$ cat src/rtl/cff_pkg.sv
// ----------------------------------------------------------------------------
// cff_pkg: shared types and constants for the channel frame fragmenter
// Holds the channel payload structs, action codes, header flag codes and the
// result set that one input item produces.
// ----------------------------------------------------------------------------
package cff_pkg;

   localparam int RESULT_MAX = 8;
   localparam int RESULT_IDX_W = $clog2(RESULT_MAX);

   localparam logic [15:0] CHUNK_LIMIT_RESET = 16'd15000;
   localparam logic [31:0] MSG_LEN_MAX = 32'd65533;
   localparam logic [15:0] MSG_TYPE_CTRL_MAX = 16'd26;

   localparam logic [7:0] FLAGS_MIDDLE = 8'h00;
   localparam logic [7:0] FLAGS_FIRST = 8'h01;
   localparam logic [7:0] FLAGS_LAST = 8'h02;
   localparam logic [7:0] FLAGS_WHOLE = 8'h03;
   localparam logic [7:0] FLAGS_CTRL = 8'h07;

   typedef enum logic [1:0] {
      ACT_MEDIA_START = 2'd0,
      ACT_MSG_START   = 2'd1,
      ACT_DATA        = 2'd2,
      ACT_UNUSED      = 2'd3
   } action_type;

   typedef struct packed {
      action_type  action;
      logic [7:0]  channel;
      logic [15:0] msg_type;
      logic [31:0] total_len;
      logic [7:0]  data_byte;
   } req_type;

   typedef struct packed {
      logic [7:0] out_byte;
      logic       end_of_frame;
      logic       end_of_payload;
      logic       error;
      logic       last;
   } rsp_type;

   // All results caused by one input item; last_idx points at the final one.
   typedef struct packed {
      rsp_type [RESULT_MAX-1:0]  entry;
      logic [RESULT_IDX_W-1:0]   last_idx;
   } frame_type;

   function automatic rsp_type make_rsp(input logic [7:0] b, input logic eof,
                                        input logic eop, input logic err);
      rsp_type r;
      r.out_byte = b;
      r.end_of_frame = eof;
      r.end_of_payload = eop;
      r.error = err;
      r.last = 1'b0;
      return r;
   endfunction

endpackage

$ cat src/rtl/cff_framer.sv
// ----------------------------------------------------------------------------
// cff_framer: header generation and payload tracking
// Keeps the payload state and builds the full result set for one input item
// in a single pass; state advances when the item is accepted.
// ----------------------------------------------------------------------------
module cff_framer
   import cff_pkg::*;
(
   input  logic        clock,
   input  logic        reset,
   input  logic        accept,
   input  req_type     item,
   input  logic [15:0] chunk_limit,
   output frame_type   frame
);

   logic        busy_ff, busy_in;
   logic [7:0]  channel_ff, channel_in;
   logic [31:0] left_total_ff, left_total_in;
   logic [15:0] left_chunk_ff, left_chunk_in;

   logic [15:0] lim;
   logic [31:0] lim_wide;
   logic        media_fits;
   logic        empty;
   logic [15:0] msg_len;
   logic [7:0]  msg_flags;
   logic [31:0] total_dec;
   logic [15:0] chunk_dec;
   logic        eop;
   logic        eof;
   logic        rem_fits;
   logic [15:0] next_len;

   always_ff @(posedge clock) begin
      if (reset) begin
         busy_ff <= 1'b0;
         channel_ff <= '0;
         left_total_ff <= '0;
         left_chunk_ff <= '0;
      end else if (accept) begin
         busy_ff <= busy_in;
         channel_ff <= channel_in;
         left_total_ff <= left_total_in;
         left_chunk_ff <= left_chunk_in;
      end
   end

   // A zero limit behaves as a limit of one byte.
   assign lim = (chunk_limit == '0) ? 16'd1 : chunk_limit;
   assign lim_wide = {16'd0, lim};
   assign media_fits = item.total_len <= lim_wide;
   assign empty = item.total_len == '0;
   assign msg_len = item.total_len[15:0] + 16'd2;
   assign msg_flags = (item.channel != '0 && item.msg_type <= MSG_TYPE_CTRL_MAX) ?
                      FLAGS_CTRL : FLAGS_WHOLE;
   assign total_dec = left_total_ff - 32'd1;
   assign chunk_dec = left_chunk_ff - 16'd1;
   assign eop = total_dec == '0;
   assign eof = eop || (chunk_dec == '0);
   assign rem_fits = total_dec <= lim_wide;
   assign next_len = rem_fits ? total_dec[15:0] : lim;

   always_comb begin
      frame = '0;
      busy_in = busy_ff;
      channel_in = channel_ff;
      left_total_in = left_total_ff;
      left_chunk_in = left_chunk_ff;

      // Rejected item: a single error result, state unchanged.
      frame.entry[0] = make_rsp(8'h00, 1'b0, 1'b0, 1'b1);
      frame.last_idx = '0;

      case (item.action)
         ACT_MEDIA_START, ACT_MSG_START: begin
            if (busy_ff) begin
               // Start while a payload is still open stays rejected.
            end else if (item.action == ACT_MSG_START) begin
               if (item.total_len <= MSG_LEN_MAX) begin
                  frame.entry[0] = make_rsp(item.channel, 1'b0, 1'b0, 1'b0);
                  frame.entry[1] = make_rsp(msg_flags, 1'b0, 1'b0, 1'b0);
                  frame.entry[2] = make_rsp(msg_len[15:8], 1'b0, 1'b0, 1'b0);
                  frame.entry[3] = make_rsp(msg_len[7:0], 1'b0, 1'b0, 1'b0);
                  frame.entry[4] = make_rsp(item.msg_type[15:8], 1'b0, 1'b0, 1'b0);
                  frame.entry[5] = make_rsp(item.msg_type[7:0], empty, empty, 1'b0);
                  frame.last_idx = RESULT_IDX_W'(5);
                  channel_in = item.channel;
                  left_total_in = item.total_len;
                  left_chunk_in = item.total_len[15:0];
                  busy_in = !empty;
               end
            end else if (media_fits) begin
               frame.entry[0] = make_rsp(item.channel, 1'b0, 1'b0, 1'b0);
               frame.entry[1] = make_rsp(FLAGS_WHOLE, 1'b0, 1'b0, 1'b0);
               frame.entry[2] = make_rsp(item.total_len[15:8], 1'b0, 1'b0, 1'b0);
               frame.entry[3] = make_rsp(item.total_len[7:0], empty, empty, 1'b0);
               frame.last_idx = RESULT_IDX_W'(3);
               channel_in = item.channel;
               left_total_in = item.total_len;
               left_chunk_in = item.total_len[15:0];
               busy_in = !empty;
            end else begin
               frame.entry[0] = make_rsp(item.channel, 1'b0, 1'b0, 1'b0);
               frame.entry[1] = make_rsp(FLAGS_FIRST, 1'b0, 1'b0, 1'b0);
               frame.entry[2] = make_rsp(lim[15:8], 1'b0, 1'b0, 1'b0);
               frame.entry[3] = make_rsp(lim[7:0], 1'b0, 1'b0, 1'b0);
               frame.entry[4] = make_rsp(item.total_len[31:24], 1'b0, 1'b0, 1'b0);
               frame.entry[5] = make_rsp(item.total_len[23:16], 1'b0, 1'b0, 1'b0);
               frame.entry[6] = make_rsp(item.total_len[15:8], 1'b0, 1'b0, 1'b0);
               frame.entry[7] = make_rsp(item.total_len[7:0], 1'b0, 1'b0, 1'b0);
               frame.last_idx = RESULT_IDX_W'(7);
               channel_in = item.channel;
               left_total_in = item.total_len;
               left_chunk_in = lim;
               busy_in = 1'b1;
            end
         end
         ACT_DATA: begin
            if (busy_ff && left_total_ff != '0 && left_chunk_ff != '0) begin
               frame.entry[0] = make_rsp(item.data_byte, eof, eop, 1'b0);
               frame.last_idx = '0;
               left_total_in = total_dec;
               if (eop) begin
                  busy_in = 1'b0;
                  left_chunk_in = '0;
               end else if (chunk_dec == '0) begin
                  // The byte closes a fragment: the next header follows it.
                  frame.entry[1] = make_rsp(channel_ff, 1'b0, 1'b0, 1'b0);
                  frame.entry[2] = make_rsp(rem_fits ? FLAGS_LAST : FLAGS_MIDDLE,
                                            1'b0, 1'b0, 1'b0);
                  frame.entry[3] = make_rsp(next_len[15:8], 1'b0, 1'b0, 1'b0);
                  frame.entry[4] = make_rsp(next_len[7:0], 1'b0, 1'b0, 1'b0);
                  frame.last_idx = RESULT_IDX_W'(4);
                  left_chunk_in = next_len;
               end else begin
                  left_chunk_in = chunk_dec;
               end
            end
         end
         default: begin
            // Unknown action stays rejected.
         end
      endcase
   end

endmodule

$ cat src/rtl/channel_frame_fragmenter_unit.sv
// ----------------------------------------------------------------------------
// channel_frame_fragmenter_unit: frames payload bytes for a channel link
// The first result of an item is offered in the cycle after its transfer.
// An item holds the result register until its last result is taken, so a
// plain data byte (one result) can follow in every cycle while rsp_stall is low.
// The result register drains one result per cycle while it is not stalled.
// Reset (synchronous) closes any open payload, empties the result register and
// restores the chunk limit to 15000.
// ----------------------------------------------------------------------------
module channel_frame_fragmenter_unit
   import cff_pkg::*;
(
   input  logic        clock,
   input  logic        reset,

   input  logic        req_valid,
   output logic        req_stall,
   input  req_type     req_data,

   output logic        rsp_valid,
   input  logic        rsp_stall,
   output rsp_type     rsp_data,

   input  logic        csr_valid,
   output logic        csr_ready,
   input  logic [15:0] csr_data
);

   // Chunk limit register. Writes must arrive only while the block is idle; the
   // block itself does not enforce this. The port is always ready.
   logic [15:0] chunk_limit_ff;

   // Result register: every result of the item last accepted, plus the
   // position of the one currently offered on the result channel.
   logic                    out_valid_ff;
   frame_type               out_frame_ff;
   logic [RESULT_IDX_W-1:0] out_idx_ff;

   frame_type new_frame;
   logic      req_accept;
   logic      rsp_take;
   logic      frame_done;

   assign csr_ready = 1'b1;

   always_ff @(posedge clock) begin
      if (reset) begin
         chunk_limit_ff <= CHUNK_LIMIT_RESET;
      end else if (csr_valid && csr_ready) begin
         chunk_limit_ff <= csr_data;
      end
   end

   // Header generation and payload bookkeeping for one item, in one pass.
   cff_framer u_framer (
      .clock       (clock),
      .reset       (reset),
      .accept      (req_accept),
      .item        (req_data),
      .chunk_limit (chunk_limit_ff),
      .frame       (new_frame)
   );

   // A transfer on the result channel takes the current entry; the frame is
   // done once its final entry goes out. The next item may then enter in the
   // same cycle, so the input is held off only while results still remain.
   assign rsp_take = out_valid_ff && !rsp_stall;
   assign frame_done = rsp_take && (out_idx_ff == out_frame_ff.last_idx);
   assign req_stall = out_valid_ff && !frame_done;
   assign req_accept = req_valid && !req_stall;

   always_ff @(posedge clock) begin
      if (reset) begin
         out_valid_ff <= 1'b0;
         out_idx_ff <= '0;
      end else if (req_accept) begin
         out_valid_ff <= 1'b1;
         out_idx_ff <= '0;
      end else if (frame_done) begin
         out_valid_ff <= 1'b0;
      end else if (rsp_take) begin
         out_idx_ff <= out_idx_ff + RESULT_IDX_W'(1);
      end
   end

   always_ff @(posedge clock) begin
      if (req_accept) begin
         out_frame_ff <= new_frame;
      end
   end

   // The offered result comes straight from the register, so it holds steady
   // while the channel is stalled.
   always_comb begin
      rsp_data = out_frame_ff.entry[out_idx_ff];
      rsp_data.last = out_idx_ff == out_frame_ff.last_idx;
   end

   assign rsp_valid = out_valid_ff;

endmodule
$ cat config.mk
export PLATFORM = sky130hd
export DESIGN_NAME = channel_frame_fragmenter_unit
export DESIGN_NICKNAME = d
export VERILOG_FILES = /design/src/rtl/cff_pkg.sv /design/src/rtl/cff_framer.sv /design/src/rtl/channel_frame_fragmenter_unit.sv
export SDC_FILE = /design/constraint.sdc
export NUM_CORES = 1
export LEC_CHECK = 0
export BUFFER_PORTS_ARGS = -buffer_cell sky130_fd_sc_hd__buf_2
export CAP_MARGIN = 20
export CORE_ASPECT_RATIO = 0.7
export CORE_MARGIN = 2
export CORE_UTILIZATION = 45
export CTS_CLUSTER_DIAMETER = 150
export DETAILED_ROUTE_END_ITERATION = 8
export PLACE_DENSITY_LB_ADDON = 0.12
export SLEW_MARGIN = 5
export SYNTH_ARGS = -nofsm -noshare
export SYNTH_HDL_FRONTEND = slang
export SYNTH_SLANG_ARGS = --single-unit
export TNS_END_PERCENT = 10
$ cat constraint.sdc
create_clock -name clock -period 4.4 [get_ports clock]
set_input_delay 0.22 -clock clock [delete_from_list [all_inputs] [get_ports clock]]
set_output_delay 0.22 -clock clock [all_outputs]
set_load 0.005 [all_outputs]
# Word level (Yosys, flattened, before mapping)
# Index checks and enable logic that the tools add are counted.
word_totals:
  inputBits: 87
  output_inout_bits: 15
  register_bits: 176
classes:
  add_sub_neg: 4
  n_eq_ne: 8
  n_mux: 41
  magnitude_cmp: 5
  bitwise_logic: 3
  reduce_logical: 31
ops:
  columns: ["op", "n"]
  rows:
  - ["75-bit 2-to-1 mux", 2]
  - ["16-bit 2-to-1 mux", 9]
  - ["48-bit 2-to-1 mux", 3]
  - ["32-bit 2-to-1 mux", 4]
  - ["63-bit 2-to-1 mux", 2]
  - ["63-bit case mux with 2 select lines", 1]
  - ["32-bit by 16-bit <= comparator with 1-bit output", 2]
  - ["32-bit logical NOT", 2]
  - ["32-bit case mux with 2 select lines", 1]
  - ["51-bit 2-to-1 mux", 1]
  - ["12-bit binary-select mux with 3-bit select", 1]
  - ["32-bit by 16-bit <= comparator with 1-bit output (second input constant)", 1]
  - ["16-bit logical NOT", 2]
  - ["16-bit case mux with 2 select lines", 1]
  - ["32-bit nonzero test", 1]
  - ["32-bit by 1-bit subtractor with 32-bit output (second input constant)", 1]
  - ["16-bit by 2-bit adder with 16-bit output (second input constant)", 1]
  - ["16-bit by 5-bit <= comparator with 1-bit output (second input constant)", 1]
  - ["8-bit 2-to-1 mux", 2]
  - ["16-bit nonzero test", 1]
  - ["16-bit by 1-bit subtractor with 16-bit output (second input constant)", 1]
  - ["12-bit 2-to-1 mux", 1]
  - ["3-bit 2-to-1 mux", 3]
  - ["1-bit 2-to-1 mux", 8]
  - ["23 further kinds", 40]

# Logic depth before layout (Yosys ltp)
logic_depth:
  ltp_word: 8
  mapped_depth: 17

# Cells and area by module
# A second synthesis with hierarchy kept.
unflattened:
  hier_cells: 1280
  area_unflattened_um2: 11626.2
by_module_without_submodules:
  columns: ["mod", "area_per_inst_um2", "cells_per_inst", "instances", "seq_area_each_um2"]
  rows:
  - ["cff_framer", 7345.8, 1069, 1, 1141.1]
  - ["channel_frame_fragmenter_unit", 4280.4, 211, 1, 3133.0]

# Worst setup path before layout
# Ideal clock, no wire load.
synth_path:
  kind: "flip-flop to flip-flop"
  start: "register u_framer.left_total_ff[0]"
  end: "register u_framer.left_chunk_ff[0]"
  t_required_ns: 4.297
  setup_ns: 0.103
  slack_ns: 0.330
  t_arrival_ns: 3.966
  path_stages_with_launch: 17
  synth_period_minus_slack_ns: 4.070
  cell_sequence: "dfxtp_1 -> inv_1 -> ha_1 -> nor4b_2 -> nand3_1 -> or3_1 -> xor2_1 -> inv_1 -> ha_1 -> and4_1 -> and4_1 -> o311ai_0 -> a32oi_1 -> nor3_4 -> nor2_1 -> o311a_1 -> a2111oi_2"
synth_via:
  elab_chain_cells: 7
  elab_cells_between_ends: 13
  classes_between: "add/sub (1); order compare (1); eq/ne (1); mux (5); reduce/logical (5)"
synth_rtl:
  columns: ["element", "line", "source"]
  rows:
  - ["start: declaration", "cff_framer.sv:19", "logic [31:0] left_total_ff, left_total_in;"]
  - ["start signal: assignment", "cff_framer.sv:44", "left_total_ff <= left_total_in;"]
  - ["32-bit by 1-bit subtractor with 32-bit output", "cff_framer.sv:57", "assign total_dec = left_total_ff - 32'd1;"]
  - ["32-bit by 16-bit <= comparator with 1-bit output", "cff_framer.sv:61", "assign rem_fits = total_dec <= lim_wide;"]
  - ["16-bit 2-to-1 mux", "cff_framer.sv:62", "assign next_len = rem_fits ? total_dec[15:0] : lim;"]
  - ["16-bit 2-to-1 mux", "cff_framer.sv:127", "end else if (chunk_dec == '0) begin"]
  - ["16-bit 2-to-1 mux", "cff_framer.sv:124", "if (eop) begin"]
  - ["16-bit 2-to-1 mux", "cff_framer.sv:120", "if (busy_ff && left_total_ff != '0 && left_chunk_ff != '0) begin"]
  - ["16-bit case mux with 2 select lines", "cff_framer.sv:75", "case (item.action)"]
  - ["end signal: assignment", "cff_framer.sv:45", "left_chunk_ff <= left_chunk_in;"]
  - ["end: declaration", "cff_framer.sv:20", "logic [15:0] left_chunk_ff, left_chunk_in;"]
# Several ways; a longest one is shown, not always the timed one. The select of a mux whose other input is x is not followed.
# A chain may end at the register's enable or synchronous reset.

# Worst setup path in the final report
layout_path:
  start: "register u_framer.left_total_ff[1]"
  end: "register u_framer.left_chunk_ff[15]"
# Same word-level chain as after synthesis.

==> qor.csv <==
metric,value,unit
status,"complete, no violations",
reg2reg_to,u_framer.left_chunk_ff[15],
die_y,130,microns
irDropWorstVdd,0.274,mV
avgRoutedWirePerCell,24.3,microns
rrSetupSlack,0.17,ns
die-area,0.0239,sq mm
ys_dominant_reg_cell,dfxtp_1,
routed_wl,37.9,mm
hold_viol,0,
final_max_slew_viol_count,0,
end_kind,flip-flop,
yosysSeqAreaShare,36.4,%
num_io_pins,102,
finish.instance_area,0.0118,sq mm
dieWidth,184,microns
r2r_start,u_framer.left_total_ff[1],
clk_path_buf_depth,2,
regArea,0.00370,sq mm
leakage,4.74,nW
cts_tree,yes,
fillers,2107,
ant_nets,0,
cts_max_level,4,
syn_nets,1291,
yosys_warnings,0,
arrival,4.51,ns
synth_edf_count,72,
cap_violations,0,
multi_input_area,0.00608,sq mm
hpwl,27.7,mm
path_clk_slew,0.06,ns
setup_ws,0.172,ns
vias,9999,
setup_viol,0,
period_share,96.1,%
p_per_area,369,mW/mm^2
rr_worst_depth,17,
path_class,flip-flop to flip-flop,
area_growth,16.2,%
cts_buffers,17,
clk-insertion-delay-late,0.43,ns
drt-initial-drc-count,1134,
yosysUniqueCellTypes,88,
synth_seq_cells,149,
async_flop_share,0,%
antenna_found_initial,3,
drc,0,
grt.overflow.total,0,
dp_slack,0.138,ns
relSlewSlack,25.6,%
worstMarginPinSlew,1.11,ns
hold_path_class,primary input to flip-flop,
cp-start-kind,flip-flop,
grt_max_degree,66,
holdPathEnd,chunk_limit_ff[12],
finClkSkew,0.00849,ns
fmax,236,MHz
num_rows,46,
port_buffers,100,
timing.final.crit_period,4.23,ns
placed_area,0.0111,sq mm
hp-start,csr_data[12],
netlist_instances,1166,
syn_avg_cell_area,8.74,sq um
start_util,45.4,%
globalplace.congestion,0.991,
core_area,0.0224,sq mm
cts_root_buf,clkbuf_16,
crit_fanout,6,
drt_first_pass_iters,6,
cts.sinks,149,
grt_pass1_vias,8948,
drt-vias-per-instance,6.40,
critPathRequiredTime,4.68,ns
drive_gt1_share,19.5,%
fin_tns_setup,0,ns
antennaDiodeCount,0,
grt_usage,32.3,%
grt_pass1_wl,56.6,mm
hold-path-cell-count,3,
final_nets,1386,
syn-cell-area,0.0102,sq mm
## layout make-up
cell class                      count  share of cell area [%]
Clock inverter                     14                    1.35
Timing Repair Buffer              155                    7.89
Multi-Input combinational cell    893                    51.4
Inverter                           45                    1.43
Sequential cell                   149                    31.3
Tap cell                          288                    3.05
Clock buffer                       18                    3.63
## flip-flops by register name, summed over array words and instances (netlist names)
signal,cells
chunk_limit_ff,16
out_frame_ff,72
out_idx_ff,3
rsp_valid,1
u_framer.busy_ff,1
u_framer.channel_ff,8
u_framer.left_chunk_ff,16
u_framer.left_total_ff,32
## layout by cell type (no fill, tap or decap), drive strengths merged, types with 5 or more instances in the layout
cell type,count
a211oi,15
a21o,11
a21oi,97
a22o,17
a22oi,18
and2,11
and3,32
and4,5
buf,152
clkbuf,18
clkinv,6
dfxtp,77
edfxtp,72
ha,38
inv,46
mux2,11
mux2i,34
mux4,16
nand2,97
nand2b,6
nand3,19
nand4,19
nor2,116
nor2b,6
nor3,49
nor4,37
nor4b,7
o211ai,13
o21a,6
o21ai,74
o22ai,9
o311a,5
o31ai,11
or2,11
or3,7
or4,6
xnor2,19
xor2,18
## how the worst max path moves through the flow
stage                              start  slack, ns                    endpoint  depth (start not counted)
2_1_floorplan  u_framer.left_total_ff[0]       0.33   u_framer.left_chunk_ff[0]                         16
3_3_place_gp   u_framer.left_total_ff[0]       0.28  u_framer.left_chunk_ff[15]                         15
3_5_place_dp   u_framer.left_total_ff[1]       0.14  u_framer.left_chunk_ff[15]                         17
4_1_cts        u_framer.left_total_ff[1]       0.11  u_framer.left_chunk_ff[15]                         17
5_1_grt        u_framer.left_total_ff[1]      -0.02  u_framer.left_chunk_ff[15]                         17
6_report       u_framer.left_total_ff[1]       0.17  u_framer.left_chunk_ff[15]                         17
## metal layers
metal | part of all wire [%] | global-route usage, % | vias to the layer above
li1 | - | - | 4561
met1 | 46 | 48.9 | 4765
met2 | 39 | 43.6 | 577
met3 | 12 | 8.65 | 90
met4 | 3.3 | 11.5 | 6
met5 | 0.095 | 0 | -
## Yosys cell counts (13+ instances only)
library cell / count / area [sq um]
nor2_1: 115 / 432
a21oi_1: 97 / 485
nand2_1: 97 / 364
dfxtp_1: 77 / 1540
edfxtp_1: 72 / 2160
o21ai_0: 59 / 295
clkbuf_1: 57 / 214
nor3_1: 46 / 230
inv_1: 45 / 169
ha_1: 38 / 475
mux2i_1: 34 / 340
and3_1: 32 / 200
nor4_1: 32 / 200
nand4_1: 19 / 119
xnor2_1: 19 / 166
a22oi_1: 18 / 135
nand3_1: 18 / 90.1
xor2_1: 18 / 158
a22o_1: 17 / 149
mux4_2: 16 / 360
a211oi_1: 15 / 113
buf_1: 14 / 52.6
o21ai_1: 14 / 70.1
o211ai_1: 13 / 97.6
## worst max-delay path, cell delays in order, from the launching register on
cell	delay, ns
dfxtp_1	0.36
inv_1	0.09
ha_1	0.23
nor4b_4	0.24
nand3_1	0.12
or3_1	0.37
xor2_2	0.20
inv_1	0.11
ha_1	0.32
and4_1	0.23
and4_1	0.22
o311ai_0	0.13
a32oi_2	0.25
nor3_4	0.28
buf_4	0.22
mux2_1	0.38
a211oi_2	0.24
nor3_1	0.07
## through the flow
| step | hold WS, ns | instances | total power [mW] | utilization [%] |
|---|---|---|---|---|
| detailed placement | 0.442 | 1526 | 2.82 | 49.7 |
| finish | 0.00652 | 1562 | 4.37 | 52.7 |
| floorplan | 0.344 | 1166 | 2.40 | - |
| CTS | 0.000306 | 1561 | 4.31 | 52.4 |
| global placement | 0.442 | 1526 | 2.82 | 49.7 |
| global route | 0.0113 | 1562 | 4.53 | 52.7 |
## power breakdown
part	internal (mW)	switching, mW
logic	0.460	0.777
registers	1.55	0.0831
clock network	0.886	0.615
total	2.89	1.47
## timing repair
action,CTS,global route
endpoints found under the setup margin,0,11
hold buffers,3,0
setup buffers,0,1
hold endpoints to repair,3,0
resized for setup,0,9
## kinds of logic after synthesis
| group | synth area share, % |
|---|---|
| other | 0.0368 |
| AO/OA/AOI/OAI | 20.3 |
| XOR/XNOR | 3.40 |
| adder cells (fa/ha/maj) | 4.67 |
| AND/OR/NAND/NOR | 22.3 |
| multiplexers | 8.09 |
| buffers and inverters | 4.82 |
| flip-flops | 36.4 |
(Power assumes the default switching activity.)
